`src/design/upd_pkg.sv`:
```
// Shared types, character constants and hex helpers for the URL percent decoder.
`default_nettype none
package upd_pkg;

   // Character codes used by the decoder.
   localparam logic [7:0] CharPercent = 8'h25;
   localparam logic [7:0] CharPlus    = 8'h2B;
   localparam logic [7:0] CharSpace   = 8'h20;
   localparam logic [7:0] CharZero    = 8'h30;
   localparam logic [7:0] CharNine    = 8'h39;
   localparam logic [7:0] CharUpperA  = 8'h41;
   localparam logic [7:0] CharUpperF  = 8'h46;
   localparam logic [7:0] CharLowerA  = 8'h61;
   localparam logic [7:0] CharLowerF  = 8'h66;
   localparam logic [7:0] HexAlphaBase = 8'd10;

   // Lookahead hold codes.
   localparam logic [1:0] HeldNone    = 2'd0;
   localparam logic [1:0] HeldPercent = 2'd1;
   localparam logic [1:0] HeldDigit   = 2'd2;

   // Most decoded bytes that one input word can cause.
   localparam int RunBytes = 3;
   localparam int RunIdxWidth = $clog2(RunBytes);

   // Input word.
   typedef struct packed {
      logic [7:0] in_byte;
      logic       in_end;
   } req_word_type;

   // Output word.
   typedef struct packed {
      logic [7:0] out_byte;
      logic       out_string_end;
      logic       out_run_last;
   } rsp_word_type;

   // The decoded bytes caused by one input word, in emission order.
   typedef struct packed {
      logic [RunBytes-1:0][7:0] run_bytes;
      logic [1:0]               count;
      logic                     string_end;
   } run_type;

   // True for 0-9, A-F and a-f.
   function automatic logic is_hex_digit(input logic [7:0] b);
      return ((b >= CharZero) && (b <= CharNine)) ||
             ((b >= CharUpperA) && (b <= CharUpperF)) ||
             ((b >= CharLowerA) && (b <= CharLowerF));
   endfunction

   // Nibble value of a hex digit; zero for anything else.
   function automatic logic [3:0] hex_value(input logic [7:0] b);
      logic [7:0] v;
      v = 8'd0;
      if ((b >= CharZero) && (b <= CharNine)) begin
         v = b - CharZero;
      end else if ((b >= CharUpperA) && (b <= CharUpperF)) begin
         v = b - CharUpperA + HexAlphaBase;
      end else if ((b >= CharLowerA) && (b <= CharLowerF)) begin
         v = b - CharLowerA + HexAlphaBase;
      end
      return v[3:0];
   endfunction

endpackage
`default_nettype wire

```
`src/design/upd_front.sv`:
```
// Front end: accepts raw words, tracks the lookahead hold and builds one run per word.
`default_nettype none
module upd_front (
   input  wire logic                  clock,
   input  wire logic                  reset,
   input  wire logic                  req_valid,
   input  wire upd_pkg::req_word_type req_word,
   input  wire logic                  queue_full,
   output logic                       req_stall,
   output logic                       push_valid,
   output upd_pkg::run_type           push_run
);

   logic [1:0] held_count_ff, held_count_in;
   logic [7:0] held_digit_ff, held_digit_in;
   logic       accept;
   logic       byte_hex;
   logic       take_hold;
   logic       decode;
   logic [1:0] pre_n;
   logic       plain_out;
   logic [7:0] plain_byte;
   logic [1:0] plain_count;
   logic [7:0] b;

   assign b         = req_word.in_byte;
   assign req_stall = queue_full;
   assign accept    = req_valid && !queue_full;
   assign byte_hex  = upd_pkg::is_hex_digit(b);

   // Classify the word against what is currently held.
   always_comb begin
      take_hold = 1'b0;
      decode    = 1'b0;
      pre_n     = 2'd0;
      unique case (held_count_ff)
         upd_pkg::HeldPercent: begin
            if (byte_hex && !req_word.in_end) begin
               take_hold = 1'b1;
            end else begin
               pre_n = 2'd1;
            end
         end
         upd_pkg::HeldDigit: begin
            if (byte_hex) begin
               decode = 1'b1;
            end else begin
               pre_n = 2'd2;
            end
         end
         default: pre_n = 2'd0;
      endcase
   end

   // Ordinary handling of the new byte once any held bytes are flushed.
   always_comb begin
      plain_out  = !((b == upd_pkg::CharPercent) && !req_word.in_end);
      plain_byte = (b == upd_pkg::CharPlus) ? upd_pkg::CharSpace : b;
      plain_count = pre_n + {1'b0, plain_out};
   end

   // Assemble the run and the next hold state.
   always_comb begin
      held_count_in = held_count_ff;
      held_digit_in = held_digit_ff;
      push_run      = '0;
      push_run.string_end = req_word.in_end;
      if (take_hold) begin
         push_run.count = 2'd0;
      end else if (decode) begin
         push_run.count = 2'd1;
         push_run.run_bytes[0] = {upd_pkg::hex_value(held_digit_ff), upd_pkg::hex_value(b)};
      end else begin
         push_run.count = plain_count;
         push_run.run_bytes[0] = (pre_n != 2'd0) ? upd_pkg::CharPercent : plain_byte;
         push_run.run_bytes[1] = (pre_n == 2'd2) ? held_digit_ff : plain_byte;
         push_run.run_bytes[2] = plain_byte;
      end
      push_valid = accept && (push_run.count != 2'd0);
      if (accept) begin
         if (take_hold) begin
            held_count_in = upd_pkg::HeldDigit;
            held_digit_in = b;
         end else if (!decode && !plain_out) begin
            held_count_in = upd_pkg::HeldPercent;
         end else begin
            held_count_in = upd_pkg::HeldNone;
         end
      end
   end

   // Hold state registers.
   always_ff @(posedge clock) begin
      if (reset) begin
         held_count_ff <= upd_pkg::HeldNone;
         held_digit_ff <= 8'd0;
      end else begin
         held_count_ff <= held_count_in;
         held_digit_ff <= held_digit_in;
      end
   end

endmodule
`default_nettype wire

```
`src/design/upd_queue.sv`:
```
// Short run queue between the front end and the back end.
`default_nettype none
module upd_queue #(
   parameter int Depth = 4
) (
   input  wire logic             clock,
   input  wire logic             reset,
   input  wire logic             push_valid,
   input  wire upd_pkg::run_type push_run,
   input  wire logic             pop,
   output logic                  full,
   output logic                  nonempty,
   output upd_pkg::run_type      head_run
);

   localparam int PtrWidth = (Depth > 1) ? $clog2(Depth) : 1;
   localparam int CntWidth = $clog2(Depth + 1);
   localparam logic [PtrWidth-1:0] LastPtr = PtrWidth'(Depth - 1);
   localparam logic [CntWidth-1:0] FullCnt = CntWidth'(Depth);

   upd_pkg::run_type    entries_ff [Depth];
   logic [PtrWidth-1:0] wr_ptr_ff, wr_ptr_in;
   logic [PtrWidth-1:0] rd_ptr_ff, rd_ptr_in;
   logic [CntWidth-1:0] count_ff, count_in;
   logic                do_push, do_pop;

   assign full     = (count_ff == FullCnt);
   assign nonempty = (count_ff != '0);
   assign head_run = entries_ff[rd_ptr_ff];
   assign do_push  = push_valid && !full;
   assign do_pop   = pop && nonempty;

   // Pointer and occupancy update.
   always_comb begin
      wr_ptr_in = wr_ptr_ff;
      rd_ptr_in = rd_ptr_ff;
      count_in  = count_ff;
      if (do_push) begin
         wr_ptr_in = (wr_ptr_ff == LastPtr) ? '0 : wr_ptr_ff + 1'b1;
      end
      if (do_pop) begin
         rd_ptr_in = (rd_ptr_ff == LastPtr) ? '0 : rd_ptr_ff + 1'b1;
      end
      if (do_push && !do_pop) begin
         count_in = count_ff + 1'b1;
      end else if (do_pop && !do_push) begin
         count_in = count_ff - 1'b1;
      end
   end

   always_ff @(posedge clock) begin
      if (reset) begin
         wr_ptr_ff <= '0;
         rd_ptr_ff <= '0;
         count_ff  <= '0;
      end else begin
         wr_ptr_ff <= wr_ptr_in;
         rd_ptr_ff <= rd_ptr_in;
         count_ff  <= count_in;
      end
   end

   // Entry storage.
   always_ff @(posedge clock) begin
      if (do_push) begin
         entries_ff[wr_ptr_ff] <= push_run;
      end
   end

endmodule
`default_nettype wire

```
`src/design/upd_back.sv`:
```
// Back end: takes runs from the queue and sends their bytes one word per cycle while not stalled.
`default_nettype none
module upd_back (
   input  wire logic             clock,
   input  wire logic             reset,
   input  wire logic             queue_nonempty,
   input  wire upd_pkg::run_type head_run,
   output logic                  pop,
   output logic                  rsp_valid,
   input  wire logic             rsp_stall,
   output upd_pkg::rsp_word_type rsp_word
);

   upd_pkg::run_type               cur_ff, cur_in;
   logic                           cur_valid_ff, cur_valid_in;
   logic [upd_pkg::RunIdxWidth-1:0] idx_ff, idx_in;
   logic                           last;
   logic                           sent;
   logic                           load;

   assign rsp_valid = cur_valid_ff;
   assign last      = (idx_ff == upd_pkg::RunIdxWidth'(cur_ff.count - 2'd1));
   assign sent      = cur_valid_ff && !rsp_stall;
   assign load      = !cur_valid_ff || (sent && last);
   assign pop       = load && queue_nonempty;

   // Output word from the current run.
   always_comb begin
      rsp_word.out_byte       = cur_ff.run_bytes[idx_ff];
      rsp_word.out_string_end = last && cur_ff.string_end;
      rsp_word.out_run_last   = last;
   end

   // Step through the run, fetching the next one as the last byte leaves.
   always_comb begin
      cur_in       = cur_ff;
      cur_valid_in = cur_valid_ff;
      idx_in       = idx_ff;
      if (load) begin
         cur_in       = head_run;
         cur_valid_in = queue_nonempty;
         idx_in       = '0;
      end else if (sent) begin
         idx_in = idx_ff + 1'b1;
      end
   end

   always_ff @(posedge clock) begin
      if (reset) begin
         cur_valid_ff <= 1'b0;
         idx_ff       <= '0;
      end else begin
         cur_valid_ff <= cur_valid_in;
         idx_ff       <= idx_in;
      end
   end

   always_ff @(posedge clock) begin
      cur_ff <= cur_in;
   end

endmodule
`default_nettype wire

```
`src/design/url_percent_decoder_core.sv`:
```
// URL percent decoder (form-urlencoded): top level joining front end, run queue and back end.
// A decoded word passes the run queue and then the back end's run register before it is offered.
// Throughput: one input word per cycle while the run queue has room, and one output word
// per cycle while the output is not stalled; the run queue absorbs runs of three words.
// The input stalls only while the run queue (QueueDepth entries) is full.
// Reset is synchronous and active high: it clears the lookahead hold, queue and output.
`default_nettype none
module url_percent_decoder_core #(
   parameter int QueueDepth = 4
) (
   input  wire logic                  clock,
   input  wire logic                  reset,
   input  wire logic                  req_valid,
   output logic                       req_stall,
   input  wire upd_pkg::req_word_type req_word,
   output logic                       rsp_valid,
   input  wire logic                  rsp_stall,
   output upd_pkg::rsp_word_type      rsp_word
);

   logic             queue_full;
   logic             queue_nonempty;
   logic             push_valid;
   logic             pop;
   upd_pkg::run_type push_run;
   upd_pkg::run_type head_run;

   // Classification of incoming words.
   upd_front u_front (
      .clock      (clock),
      .reset      (reset),
      .req_valid  (req_valid),
      .req_word   (req_word),
      .queue_full (queue_full),
      .req_stall  (req_stall),
      .push_valid (push_valid),
      .push_run   (push_run)
   );

   // Decoupling queue of runs.
   upd_queue #(
      .Depth (QueueDepth)
   ) u_queue (
      .clock      (clock),
      .reset      (reset),
      .push_valid (push_valid),
      .push_run   (push_run),
      .pop        (pop),
      .full       (queue_full),
      .nonempty   (queue_nonempty),
      .head_run   (head_run)
   );

   // Serialisation of runs onto the output.
   upd_back u_back (
      .clock          (clock),
      .reset          (reset),
      .queue_nonempty (queue_nonempty),
      .head_run       (head_run),
      .pop            (pop),
      .rsp_valid      (rsp_valid),
      .rsp_stall      (rsp_stall),
      .rsp_word       (rsp_word)
   );

endmodule
`default_nettype wire
```
`config.mk`:
```
export PLATFORM = sky130hd
export DESIGN_NAME = url_percent_decoder_core
export DESIGN_NICKNAME = d
export VERILOG_FILES = /design/src/design/upd_pkg.sv /design/src/design/upd_front.sv /design/src/design/upd_queue.sv /design/src/design/upd_back.sv /design/src/design/url_percent_decoder_core.sv
export SDC_FILE = /design/constraint.sdc
export NUM_CORES = 1
export LEC_CHECK = 0
export BUFFER_PORTS_ARGS = -buffer_cell sky130_fd_sc_hd__buf_2
export CAP_MARGIN = 20
export CORE_MARGIN = 4
export CORE_UTILIZATION = 35
export DETAILED_ROUTE_END_ITERATION = 8
export SYNTH_ARGS = -nofsm -noshare
export SYNTH_HDL_FRONTEND = slang
export SYNTH_SLANG_ARGS = --single-unit
```
`constraint.sdc`:
```
create_clock -name clock -period 9.7 [get_ports clock]
set_input_delay 0.485 -clock clock [delete_from_list [all_inputs] [get_ports clock]]
set_output_delay 0.485 -clock clock [all_outputs]
set_load 0.03 [all_outputs]
```
== After elaboration in Yosys (flattened, before gate mapping) ==
Memories as Yosys holds them, arrays and structs flattened. A register that Yosys moved wholly into a read port is not among the register bits.
Index checks and enable logic that the tools add are counted.

* Bits in registers: 20
* RAM bits: 108
* Input port bits: 13
* Output and inout port bits: 12
* Word-level logic and storage cells: 113
* Memories kept: 1

{| class="wikitable"
|+ Memory list
! name !! words !! bits a word !! read ports !! clocked after memory_dff !! write ports !! RTL line !! source
|-
| u_queue.entries_ff || 4 || 27 || 1 || 1 || 1 || upd_queue.sv:21 || <nowiki>upd_pkg::run_type entries_ff [Depth];</nowiki>
|}

* $add $sub $neg: 17
* Magnitude comparators: 13
* Eq/ne operators: 9
* Mux-type cells: 30
* Reductions and logical operators: 36

{| class="wikitable"
|+ Operators by type and width
! operator !! number
|-
| $ge A8 B7 Y1 const B || 4
|-
| $le A8 B7 Y1 const B || 4
|-
| $mux W8 || 4
|-
| $mux W24 || 1
|-
| $mux W4 || 6
|-
| $sub A4 B1 Y4 const B || 6
|-
| $logic_and A1 B1 Y1 || 19
|-
| $add A4 B4 Y4 const B || 4
|-
| $bmux W8 S2 || 1
|-
| $eq A8 B6 Y1 const B || 2
|-
| $ge A8 B6 Y1 const B || 2
|-
| $le A8 B6 Y1 const B || 2
|-
| $mux W16 || 1
|-
| $mux W10 || 1
|-
| $mux W2 || 5
|-
| $eq A2 B2 Y1 const B || 4
|-
| $logic_not A1 Y1 || 8
|-
| $mux W1 || 8
|-
| $add A2 B1 Y2 const B || 3
|-
| $mux W3 || 2
|-
| $reduce_bool A2 Y1 || 3
|-
| $pmux W2 S2 || 1
|-
| $add A3 B1 Y3 const B || 1
|-
| $eq A3 B3 Y1 const B || 1
|-
| 10 further kinds || 12
|}

== Longest topological paths before layout ==
Gate-level depths: netlist of the first run.

* Word-level depth: 18
* Gate-level depth with buffers: 19
* Gate-level depth less buffers: 17

== By module ==
Synthesis of the first run repeated with hierarchy kept, for this count alone.

* Cell total of the unflattened synthesis: 446
* Area, all modules: 6,819.0 um^2

{| class="wikitable"
|+ Modules (own cells, without submodules)
! module !! times used !! cells each !! area each (um^2)
|-
| upd_queue || 1 || 191 || 4,400.5
|-
| upd_front || 1 || 174 || 1,227.4
|-
| upd_back || 1 || 81 || 1,191.1
|}

== Worst setup path after synthesis of the first run ==
OpenSTA, ideal clock, no wires.

* Path kind: input to register
* Start point: input port req_word[4] (netlist name)
* End point: register u_queue.count_ff[2]
* Setup time: 0.070 ns
* Arrival time: 4.250 ns
* Data required time: 9.630 ns
* Path slack: 5.379 ns
* Stages: 16
* Path buffers: 1
* Cells stage by stage: or4b_4 > a311oi_4 > a21oi_1 > clkbuf_1 > o21a_1 > ha_1 > nand3b_1 > a21o_2 > a211oi_2 > a2111oi_4 > ha_1 > inv_1 > fa_1 > xor2_1 > or3_1 > a21oi_1

* Longest elaborated chain between the ends: 16
* Elaborated cells between the ends (all ways): 33
* Classes of those cells: 1 x add/sub; 6 x order compare; 1 x eq/ne; 10 x mux; 15 x reduce/logical

{| class="wikitable"
|+ RTL lines
! element !! RTL line !! source
|-
| start: declaration || url_percent_decoder_core.sv:15 || <nowiki>input wire upd_pkg::req_word_type req_word,</nowiki>
|-
| $ge A8 B6 Y1 (tied with other cells) || upd_pkg.sv:48 || <nowiki>return ((b >= CharZero) && (b <= CharNine)) ||</nowiki>
|-
| $logic_and A1 B1 Y1, on equally long branches || upd_pkg.sv:48, upd_pkg.sv:49 ||
|-
| $logic_or A1 B1 Y1 || upd_pkg.sv:48 ||
|-
| $logic_or A1 B1 Y1 || upd_pkg.sv:49 || <nowiki>((b >= CharUpperA) && (b <= CharUpperF)) ||</nowiki>
|-
| $logic_and A1 B1 Y1 || upd_front.sv:38 || <nowiki>if (byte_hex && !req_word.in_end) begin</nowiki>
|-
| $mux W1 || upd_front.sv:38 ||
|-
| $pmux W2 S2 || upd_front.sv:36 || <nowiki>unique case (held_count_ff)</nowiki>
|-
| $add A2 B1 Y2 || upd_front.sv:59 || <nowiki>plain_count = pre_n + {1'b0, plain_out};</nowiki>
|-
| $mux W10 || upd_front.sv:70 || <nowiki>end else if (decode) begin</nowiki>
|-
| $mux W2 (*) || upd_front.sv:68 || <nowiki>if (take_hold) begin</nowiki>
|-
| $reduce_bool A2 Y1 (*) || upd_front.sv:79 || <nowiki>push_valid = accept && (push_run.count != 2'd0);</nowiki>
|-
| $logic_and A1 B1 Y1 (*) || upd_front.sv:79 ||
|-
| $logic_and A1 B1 Y1 (*) || upd_queue.sv:30 || <nowiki>assign do_push = push_valid && !full;</nowiki>
|-
| net u_queue.do_push || upd_queue.sv:25 || <nowiki>logic do_push, do_pop;</nowiki>
|-
| $logic_not A1 Y1 || upd_queue.sv:46 || <nowiki>end else if (do_pop && !do_push) begin</nowiki>
|-
| $logic_and A1 B1 Y1 || upd_queue.sv:46 ||
|-
| $reduce_bool A2 Y1 (no source line) || -- ||
|-
| end signal: assignment || upd_queue.sv:59 || <nowiki>count_ff <= count_in;</nowiki>
|-
| end: declaration || upd_queue.sv:24 || <nowiki>logic [CntWidth-1:0] count_ff, count_in;</nowiki>
|}

The timed path passes the listed nets; every way through them passes the cells marked *.
A chain may end at the register's enable or synchronous reset.

== Worst setup path in the final report of the first run ==
* Start point: input port req_word[2] (netlist name)
* End point: register u_queue.count_ff[2]

The elaborated chain is that of the path after synthesis.

==> qor.yml, run 1 <==
drt:
  final_antenna_net_count: 0
  drt_first_pass_iters: 5
  drt-total-wl_mm: 13.23
  dr_drc_count: 0
  post_drt_wl_per_cell_um: 17.71
  via_count: 3749
  vias_per_std_cell: 5.019
  drt_iter0_drc: 335
floorplan:
  core.rowCount: 51
  coreArea_sq_um: 19460
  initial_cell_density_of_the_core_pct: 35.49
  dieHeight_um: 148.5
  die_x_um: 148.5
  floorplan.die_area_sq_um: 22050
  boundaryPins: 25
synthesis:
  post_synth_instance_area_sq_um: 6908
  synth_enable_flop_cells: 135
  syn_nets: 478
  flop_and_latch_count_out_of_synthesis: 155
  synth.yosys.warnings: 0
  synth-async-reset-ratio_pct: 0
  ys.flop_type: "sky130_fd_sc_hd__edfxtp_1"
  synthesis.instances: 447
  yosysSeqAreaShare_pct: 64.48
  postSynthAreaPerCell_sq_um: 15.45
  post_synth_num_cell_types: 62
final_layout:
  layout-drive-gt1-share_pct: 23.65
  final_util_pct: 40.18
  layout.cells.most_common_list: "sky130_fd_sc_hd__edfxtp_1 (135), sky130_fd_sc_hd__nand2_1 (28), sky130_fd_sc_hd__mux4_2 (27), sky130_fd_sc_hd__buf_2 (24), sky130_fd_sc_hd__nor2_1 (21)"
  final_nets: 501
  diodes: 0
  area_delta_synth_final_pct: 13.20
  fillerInstances: 1761
  final_common_cell: "sky130_fd_sc_hd__edfxtp_1"
sta:
  clock.fmax_mhz: 218.6
  setup-violations-final: 0
  maxSlewViolCount: 0
  transition_time_at_the_pin_with_the_least_slew_margin_ns: 0.9875
  min_period_ns: 4.574
  final.setup.worst_slack_ns: 5.126
  finalCritPeriodShare_pct: 47.16
  finalClockSkew_ns: 0.009088
  timing.final.hold_violations: 0
  grt_setup_unrepaired: "no"
  finalSetupTns_ns: 0
  headroom_to_the_max_slew_limit_pct: 33.92
setup_path:
  crit_top_cell: "sky130_fd_sc_hd__ha_1"
  cp-start-kind: "input port"
  critPathMaxFanout: 14
  endpoint_class_of_the_critical_path: "flop"
  critical_path_class: "in -> reg"
  worstRegToRegCells: 14
  crit_required_ns: 10.04
  critical_path_buf_inv_count: 3
  path_cells: "buf_2, inv_1, ha_1, o21ba_2, o21a_1, a21oi_1, o21a_1, ha_1, or2b_2, a21o_2, a211oi_2, a2111oi_4, ha_1, inv_1, fa_1, xor2_1, or3_1, a21oi_1"
  crit_path_top_delay_cell: "sky130_fd_sc_hd__a21oi_1"
  cp_data_arrival_time_ns: 4.91
  worst_path_largest_cell_delay_ns: 0.80
  critical_path_depth: 18
  critical-path-top-delay-family: "compound AO/OA/AOI/OAI gates"
clock_tree:
  cts_root_buf: "sky130_fd_sc_hd__clkbuf_16"
  cts-root-to-sink-buffers: 2
  clkSlewWorstSetupHoldPaths_ns: 0.06
  clock-sinks: 155
  cts-hold-fix-buffers: 0
  tritoncts: "built"
  cts_resized: 0
  postCtsSetupBuffers: 0
  clock_tree.htree_level_count: 4
  numCtsBuffers: 17
  insertion_delay_ns: 0.41
placement:
  gp_congestion: 0.8553
  dpl_worst_slack_ns: 4.751
  hpwlAfterDp_mm: 8.567
  port_buffers: 24
pwr:
  p_int_mw: 1.435
  worst_ir_drop_vdd_mv: 0.1191
  power_frac_seq_pct: 46.8
  power_frac_comb_pct: 21.8
  p_leak_nw: 2.573
  switching_share_pct: 27.47
  switching_power_mw: 0.5434
  power.density_nw_per_um2: 252.9
  clock_power_share_pct: 31.4
global_route:
  grt_first_pass_wirelength_mm: 21.28
  overflow: 0
  grt_pass1_vias: 3829
  grt_antenna_before_repair: 0
  grt_max_degree: 31
  grt_usage_pct: 12.49
hold_path:
  tightest_hold_check_type: "in -> reg"
  hold-path-cell-count: 3
run:
  maxCapViolCount: 0
status:
  run_status: "complete, no violations"
==> Yosys cell counts (6+ instances only) <==
cell                         n  share of area, %
sky130_fd_sc_hd__ha_1       17               3.1
sky130_fd_sc_hd__mux4_2     27               8.8
sky130_fd_sc_hd__nor2_1     21               1.1
sky130_fd_sc_hd__o31ai_1     6              0.65
sky130_fd_sc_hd__nand4_1     7              0.63
sky130_fd_sc_hd__o21ai_0    15               1.1
sky130_fd_sc_hd__clkbuf_1   15              0.82
sky130_fd_sc_hd__mux2i_1    17               2.5
sky130_fd_sc_hd__nor2b_1     9              0.82
sky130_fd_sc_hd__dfxtp_1    20               5.8
sky130_fd_sc_hd__nand2_1    28               1.5
sky130_fd_sc_hd__inv_1      15              0.82
sky130_fd_sc_hd__edfxtp_1  135                59
sky130_fd_sc_hd__a21oi_1    19               1.4
==> registers in the layout, indices dropped and copies added (netlist names) <==
name and cells:
u_queue.wr_ptr_ff 2, u_front.held_digit_ff 8, u_back.rsp_valid 1, u_queue.entries_ff 108, u_queue.count_ff 3, u_back.cur_ff 27
u_back.idx_ff 2, u_front.held_count_ff 2, u_queue.rd_ptr_ff 2
==> metrics by stage <==
| stage | hold slack (ns) | cells | instance area, sq um | power (mW) |
|---|---|---|---|---|
| 6_report | 0.3697 | 747 | 7820 | 1.978 |
| 5_1_grt | 0.3856 | 747 | 7820 | 2.073 |
| 4_1_cts | 0.3528 | 746 | 7800 | 1.997 |
| 3_5_place_dp | 0.4701 | 715 | 7241 | 1.376 |
| 3_3_place_gp | 0.4797 | 715 | 7241 | 1.367 |
| 2_1_floorplan | 0.4530 | 447 | 6908 | 1.257 |
==> cell families (layout without fill, tap and decap cells) <==
logic type / after synthesis / after routing / synth area share, %
XOR/XNOR: 7 / 7 / 0.8875
flip-flops: 155 / 155 / 64.48
buffers and inverters: 40 / 75 / 3.007
adder cells (fa/ha/maj): 18 / 18 / 3.369
AND/OR/NAND/NOR: 105 / 105 / 8.169
AO/OA/AOI/OAI: 74 / 74 / 8.115
multiplexers: 48 / 48 / 11.97
==> worst min-delay path: stages <==
cell	delay, ns
sky130_fd_sc_hd__buf_2	0.11
sky130_fd_sc_hd__mux2i_1	0.07
sky130_fd_sc_hd__nor2_1	0.07
==> final timing paths <==
kind | from | to | slack, ns
max reg2reg | u_front.held_count_ff[1] | u_queue.count_ff[2] | 6.29
max | req_word[2] | u_queue.count_ff[2] | 5.13
min reg2reg | u_back.rsp_valid | u_back.idx_ff[0] | 0.49
min | rsp_stall | u_back.idx_ff[0] | 0.37
==> layer usage <==
layer / share of wire [%] / global-route usage [%] / up-vias
met5: 0 / 0 / -
met4: 1.2 / 4.157 / 0
met3: 3.4 / 2.438 / 9
met2: 50 / 21.16 / 87
met1: 46 / 16.17 / 1885
li1: - / - / 1768
==> layout make-up <==
type | instances | area (sq um) | area share (%)
flip-flops and latches | 155 | 4457 | 56.99
multi-input cells | 252 | 2246 | 28.72
clock buffers | 19 | 432.9 | 5.536
well taps | 265 | 331.6 | 4.240
repair buffers | 29 | 170.2 | 2.176
clock inverters | 12 | 126.4 | 1.616
inverters | 15 | 56.30 | 0.7200
==> power by group through the flow <==
stage | clock, mW | sequential (mW) | combinational [mW]
4_1_cts | 0.632 | 0.962 | 0.403
3_5_place_dp | 0 | 0.975 | 0.401
2_1_floorplan | 0 | 0.912 | 0.345
3_3_place_gp | 0 | 0.972 | 0.395
6_report | 0.621 | 0.926 | 0.431
5_1_grt | 0.661 | 0.939 | 0.474
Power figures use the tool's default switching activity.
==> run 2, diff against run 1 <==
--- a/config.mk
+++ b/config.mk
@@ -5,6 +5,7 @@
 export SDC_FILE = /design/constraint.sdc
 export NUM_CORES = 1
 export LEC_CHECK = 0
+export ABC_AREA = 1
 export BUFFER_PORTS_ARGS = -buffer_cell sky130_fd_sc_hd__buf_2
 export CAP_MARGIN = 20
 export CORE_MARGIN = 4
==> constraint.sdc (replaced) <==
create_clock -name clock -period 4.2 [get_ports clock]
set_input_delay 0.21 -clock clock [delete_from_list [all_inputs] [get_ports clock]]
set_output_delay 0.21 -clock clock [all_outputs]
set_load 0.03 [all_outputs]
==> run 2 against run 1 <==
Net effect:
- clock skew fell by 0.0012 ns
- critical path depth grew 8
- combinational power grew to 2.6 times the previous value
- core utilization up 1.0 points
- final cell count grew 21%
- clock power rose by 140%
- clock-buffer cell count down 2
- die area decreased by 2.1%
- via count grew 19%
- synthesized cell count is 35% higher
- setup slack got worse by 4.0 ns
==> qor.yml, run 2 <==
clock_tree:
  clock-sinks: 155
  cts-root-to-sink-buffers: 2
  postCtsSetupBuffers: 0
  tritoncts: "built"
  insertion_delay_ns: 0.41
  clock_tree.htree_level_count: 4
  cts_resized: 0
  cts-hold-fix-buffers: 0
  clkSlewWorstSetupHoldPaths_ns: 0.06
  numCtsBuffers: 17
  cts_root_buf: "sky130_fd_sc_hd__clkbuf_16"
floorplan:
  floorplan.die_area_sq_um: 21580
  coreArea_sq_um: 18830
  die_x_um: 146.9
  core.rowCount: 50
  boundaryPins: 25
  dieHeight_um: 146.9
  initial_cell_density_of_the_core_pct: 35.86
synthesis:
  flop_and_latch_count_out_of_synthesis: 155
  synthMostInstantiatedCell: "sky130_fd_sc_hd__edfxtp_1"
  yosysSeqAreaShare_pct: 65.96
  syn_nets: 636
  post_synth_instance_area_sq_um: 6753
  post_synth_main_area_contributors: "sky130_fd_sc_hd__edfxtp_1 (60%), sky130_fd_sc_hd__o21ai_0 (7.5%), sky130_fd_sc_hd__dfxtp_1 (5.9%)"
  synth.yosys.warnings: 0
  synthesis.instances: 605
  yosys.area.top_type_share_pct: 60.03
  post_synth_num_cell_types: 38
  postSynthAreaPerCell_sq_um: 11.16
  synth-async-reset-ratio_pct: 0
  largest_area_contributor_in_the_synthesized_netlist: "sky130_fd_sc_hd__edfxtp_1"
  ys.flop_type: "sky130_fd_sc_hd__edfxtp_1"
  ys_top_cells_by_count: "sky130_fd_sc_hd__edfxtp_1 (135), sky130_fd_sc_hd__nor2_1 (101), sky130_fd_sc_hd__o21ai_0 (101), sky130_fd_sc_hd__inv_1 (49), sky130_fd_sc_hd__nand2_1 (38)"
  synth_enable_flop_cells: 135
final_layout:
  diodes: 0
  area_delta_synth_final_pct: 14.86
  fin_area_sq_um: 7756
  final_util_pct: 41.19
  largestRegisters: "u_queue.entries_ff x108, u_back.cur_ff x27, u_front.held_digit_ff x8"
  layout.cells.most_common_list: "sky130_fd_sc_hd__edfxtp_1 (135), sky130_fd_sc_hd__o21ai_0 (100), sky130_fd_sc_hd__nor2_1 (97), sky130_fd_sc_hd__inv_1 (49), sky130_fd_sc_hd__nand2_1 (38)"
  top_register: "u_queue.entries_ff"
  fillerInstances: 1781
  layout-drive-gt1-share_pct: 14.42
  final_nets: 664
  largest_register_ff_count: 108
  final_common_cell: "sky130_fd_sc_hd__edfxtp_1"
sta:
  final.setup.worst_slack_ns: 1.139
  timing.final.hold_violations: 0
  finalSetupTns_ns: 0
  headroom_to_the_max_slew_limit_pct: 39.76
  min_period_ns: 3.061
  finalCritPeriodShare_pct: 72.87
  grt_setup_unrepaired: "no"
  transition_time_at_the_pin_with_the_least_slew_margin_ns: 0.9026
  setup-violations-final: 0
  finalClockSkew_ns: 0.007885
  clock.fmax_mhz: 326.7
  maxSlewViolCount: 0
pwr:
  power.density_nw_per_um2: 611.1
  worst_ir_drop_vdd_mv: 0.3467
  p_leak_nw: 2.846
  power.total_mw: 4.740
setup_path:
  crit_path_top_delay_cell: "sky130_fd_sc_hd__fa_1"
  cp-start-kind: "input port"
  critical_path_class: "in -> reg"
  cp_data_arrival_time_ns: 3.36
  critPathMaxFanout: 9
  endpoint_class_of_the_critical_path: "flop"
  crit_required_ns: 4.50
  worst_path_largest_cell_delay_ns: 0.38
hold_path:
  tightest_hold_check_type: "in -> reg"
drt:
  drt_iter0_drc: 388
  vias_per_std_cell: 4.910
  drt_first_pass_iters: 5
  drt-total-wl_mm: 14.04
  final_antenna_net_count: 0
  via_count: 4444
  dr_drc_count: 0
  post_drt_wl_per_cell_um: 15.51
run:
  maxCapViolCount: 0
placement:
  placement.cell_area_sq_um: 7176
  dpl_worst_slack_ns: 0.7919
  hpwlAfterDp_mm: 9.291
  port_buffers: 24
  gp_congestion: 0.9005
global_route:
  grt_max_degree: 57
  grt_pass1_vias: 4313
  grt_usage_pct: 13.31
  overflow: 0
  grt_antenna_before_repair: 0
  grt_first_pass_wirelength_mm: 22.38
status:
  run_status: "complete, no violations"
## run 2: critical path, delay by kind of cell
family / cells / cell delay (ns)
compound gates: 5 / 0.66
simple gates: 10 / 0.91
buf+inv: 7 / 0.63
fa+ha+maj: 4 / 0.95
## run 2: worst paths after layout
path                             from  depth (start not counted)                       end  slack (ns)
min reg2reg  u_front.held_digit_ff[7]                          2  u_front.held_digit_ff[7]        0.49
max reg2reg          u_back.idx_ff[1]                         11       u_queue.count_ff[2]        1.31
min                       req_word[0]                          1  u_queue.entries_ff[3][0]        0.07
max                       req_word[2]                         26       u_queue.count_ff[2]        1.14
## run 2: metal layers
layer	part of all wire (%)	track usage, %	vias to the layer above
met5	0	0	-
met4	1.4	4.147	0
met3	4.5	3.300	16
met2	46	20.79	102
met1	48	18.40	2134
li1	-	-	2192
## run 2: cell type report
class | count | area (sq um) | share of cell area (%)
inverter | 56 | 210.2 | 2.710
clock buffer | 17 | 425.4 | 5.485
clock inverter | 14 | 155.1 | 2.000
sequential | 155 | 4454 | 57.43
tap | 260 | 325.3 | 4.194
timing repair buffer | 34 | 195.2 | 2.517
multi-input combinational | 369 | 1991 | 25.67
## run 2: report_power, final
part           total, mW  internal [mW]  switching [mW]
clock               1.48          0.921           0.558
combinational       1.13          0.308           0.824
sequential          2.13           2.05          0.0794
## run 2: per-stage QoR
step           instances  hold WS, ns
2_1_floorplan        605       0.2791
3_3_place_gp         874       0.4656
3_5_place_dp         874       0.4826
4_1_cts              905      0.04388
5_1_grt              905      0.05030
6_report             905      0.07005
## run 2: logic make-up (layout without fill, tap and decap cells)
group,count (synthesis),after routing,synth area share (%)
simple gates,179,179,11.78
compound gates,166,166,13.27
flops,155,155,65.96
buf+inv,81,121,4.762
fa+ha+maj,18,18,3.446
xor+xnor,6,6,0.7782
==> run 3, diff against run 2 <==
==> constraint.sdc (replaced) <==
create_clock -name clock -period 2.62 [get_ports clock]
set_input_delay 0.131 -clock clock [delete_from_list [all_inputs] [get_ports clock]]
set_output_delay 0.131 -clock clock [all_outputs]
set_load 0.03 [all_outputs]
==> run 3 against run 2 <==
Net effect:
- routed wire length is 3.5% higher
- via count up 3.7%
- setup slack worse by 0.94 ns
- combinational power is 79% higher
- core utilization is 2.1 points higher
- clock-buffer cell count up 1
- die area did not move
- sequential power grew 60%
- total power increased by 63%
- first-iteration DRC count is 6.7% lower
- sequential cell count did not move
- critical path type is now reg -> reg
- critical endpoint unchanged
==> qor.yml, run 3 (synthesized netlist as in run 2, its figures left out) <==
placement:
  hpwlAfterDp_mm: 9.822
  gp_congestion: 0.8613
  port_buffers: 24
  placedCellCount: 904
global_route:
  grt_max_degree: 37
  overflow: 0
  grt_antenna_before_repair: 0
  grt_first_pass_wirelength_mm: 23.37
  grt_pass1_vias: 4552
  grt_usage_pct: 13.76
clock_tree:
  clkSlewWorstSetupHoldPaths_ns: 0.06
  clock-sinks: 155
  cts-root-to-sink-buffers: 2
  clock_tree.htree_level_count: 4
  insertion_delay_ns: 0.42
  numCtsBuffers: 17
  tritoncts: "built"
  cts_root_buf: "sky130_fd_sc_hd__clkbuf_16"
pwr:
  p_leak_nw: 3.006
  power.density_nw_per_um2: 948.3
  worst_ir_drop_vdd_mv: 0.5220
sta:
  timing.final.hold_violations: 0
  worst_hold_slack_ns: 0.04619
  setup-violations-final: 0
  clock.fmax_mhz: 412.9
  finalCritPeriodShare_pct: 92.43
  min_period_ns: 2.422
  finalClockSkew_ns: 0.01075
  headroom_to_the_max_slew_limit_pct: 59.49
  maxSlewViolCount: 0
  transition_time_at_the_pin_with_the_least_slew_margin_ns: 0.6012
drt:
  dr_drc_count: 0
  via_count: 4607
  drt_first_pass_iters: 5
  vias_per_std_cell: 4.891
  post_drt_wl_per_cell_um: 15.42
  drt_iter0_drc: 362
  final_antenna_net_count: 0
  drt-total-wl_mm: 14.53
setup_path:
  origin_of_the_critical_flop_to_flop_path: "u_front.held_count_ff[0]"
  cp_data_arrival_time_ns: 2.73
  worstSetupStartpoint: "u_front.held_count_ff[0]"
  critPathMaxFanout: 3
  crit_required_ns: 2.93
  endpoint_class_of_the_critical_path: "flop"
  critical_path_class: "reg -> reg"
  cp-start-kind: "flop"
final_layout:
  top_register: "u_queue.entries_ff"
  area_delta_synth_final_pct: 20.83
  largest_register_ff_count: 108
  final_util_pct: 43.33
  final_nets: 700
  diodes: 0
  layout.cells.non_filler: 942
  largestRegisters: "u_queue.entries_ff x108, u_back.cur_ff x27, u_front.held_digit_ff x8"
  layout.cells.most_common_list: "sky130_fd_sc_hd__edfxtp_1 (135), sky130_fd_sc_hd__o21ai_0 (98), sky130_fd_sc_hd__nor2_1 (94), sky130_fd_sc_hd__inv_1 (44), sky130_fd_sc_hd__buf_4 (40)"
  layout-drive-gt1-share_pct: 21.11
  final_common_cell: "sky130_fd_sc_hd__edfxtp_1"
floorplan:
  dieHeight_um: 146.9
  coreArea_sq_um: 18830
  boundaryPins: 25
  die_x_um: 146.9
  floorplan.die_area_sq_um: 21580
  initial_cell_density_of_the_core_pct: 35.86
  core.rowCount: 50
status:
  run_status: "complete, no violations"
hold_path:
  tightest_hold_check_type: "in -> reg"
  min_from: "reset"
run:
  maxCapViolCount: 0
## run 3: where the power goes
group | leakage [nW] | switching [mW] | internal (mW)
logic | 1.31 | 1.38 | 0.642
registers | 1.43 | 0.130 | 3.28
clock network | 0.266 | 0.916 | 1.38
## run 3: area by class of cell
class | count | area (sq um)
Multi-Input combinational cell | 369 | 2076
Inverter | 56 | 217.7
Clock buffer | 18 | 429.2
Fill cell | 1743 | 10670
Clock inverter | 14 | 130.1
Timing Repair Buffer | 70 | 525.5
Tap cell | 260 | 325.3
Sequential cell | 155 | 4456
## run 3: what timing repair did
| action | CTS | global route |
|---|---|---|
| hold endpoints to repair | 7 | 0 |
| hold buffers | 3 | 0 |
| endpoints found under the setup margin | 0 | 2 |
| resized for setup | 0 | 20 |
| buffers inserted | 0 | 3 |
## run 3: path summary, 6_finish.rpt
kind,end,slack (ns),cells after the start
hold / removal,u_front.held_count_ff[1],0.05,2
setup reg to reg,u_queue.count_ff[2],0.20,16
hold reg to reg,u_front.held_count_ff[1],0.48,2
setup / recovery,u_queue.count_ff[2],0.20,16
## run 3: per-layer routing
metal | global-route usage (%) | routed length (um) | share of wire [%] | vias up
met4 | 4.240 | 159 | 1.1 | 0
li1 | - | - | - | 2265
met3 | 3.270 | 644 | 4.4 | 13
met5 | 0 | 0 | 0 | -
met1 | 18.53 | 6812 | 47 | 2231
met2 | 22.19 | 6911 | 48 | 98
## run 3: metrics by stage
step / TNS (ns) / area [sq um] / power, mW / setup WS, ns
2_1_floorplan: -9.222 / 6799 / 4.724 / -0.08474
3_3_place_gp: -0.02727 / 7483 / 5.365 / -0.02279
3_5_place_dp: -0.2401 / 7483 / 5.451 / -0.1401
4_1_cts: 0 / 8073 / 7.752 / 0.1424
5_1_grt: -0.01433 / 8159 / 8.177 / -0.01433
6_report: 0 / 8159 / 7.737 / 0.1983
## run 3: critical path, cell delays in order (launching register included)
cell	delay (ns)
sky130_fd_sc_hd__dfxtp_1	0.35
sky130_fd_sc_hd__inv_1	0.05
sky130_fd_sc_hd__ha_1	0.30
sky130_fd_sc_hd__nor2_2	0.12
sky130_fd_sc_hd__nand3_1	0.11
sky130_fd_sc_hd__nand2_1	0.08
sky130_fd_sc_hd__nand2_2	0.06
sky130_fd_sc_hd__o21ai_2	0.17
sky130_fd_sc_hd__nand2_4	0.06
sky130_fd_sc_hd__inv_2	0.06
sky130_fd_sc_hd__ha_4	0.12
sky130_fd_sc_hd__inv_2	0.04
sky130_fd_sc_hd__fa_2	0.37
sky130_fd_sc_hd__a21oi_2	0.16
sky130_fd_sc_hd__o21ai_2	0.07
sky130_fd_sc_hd__o21ai_1	0.13
sky130_fd_sc_hd__a21oi_1	0.05
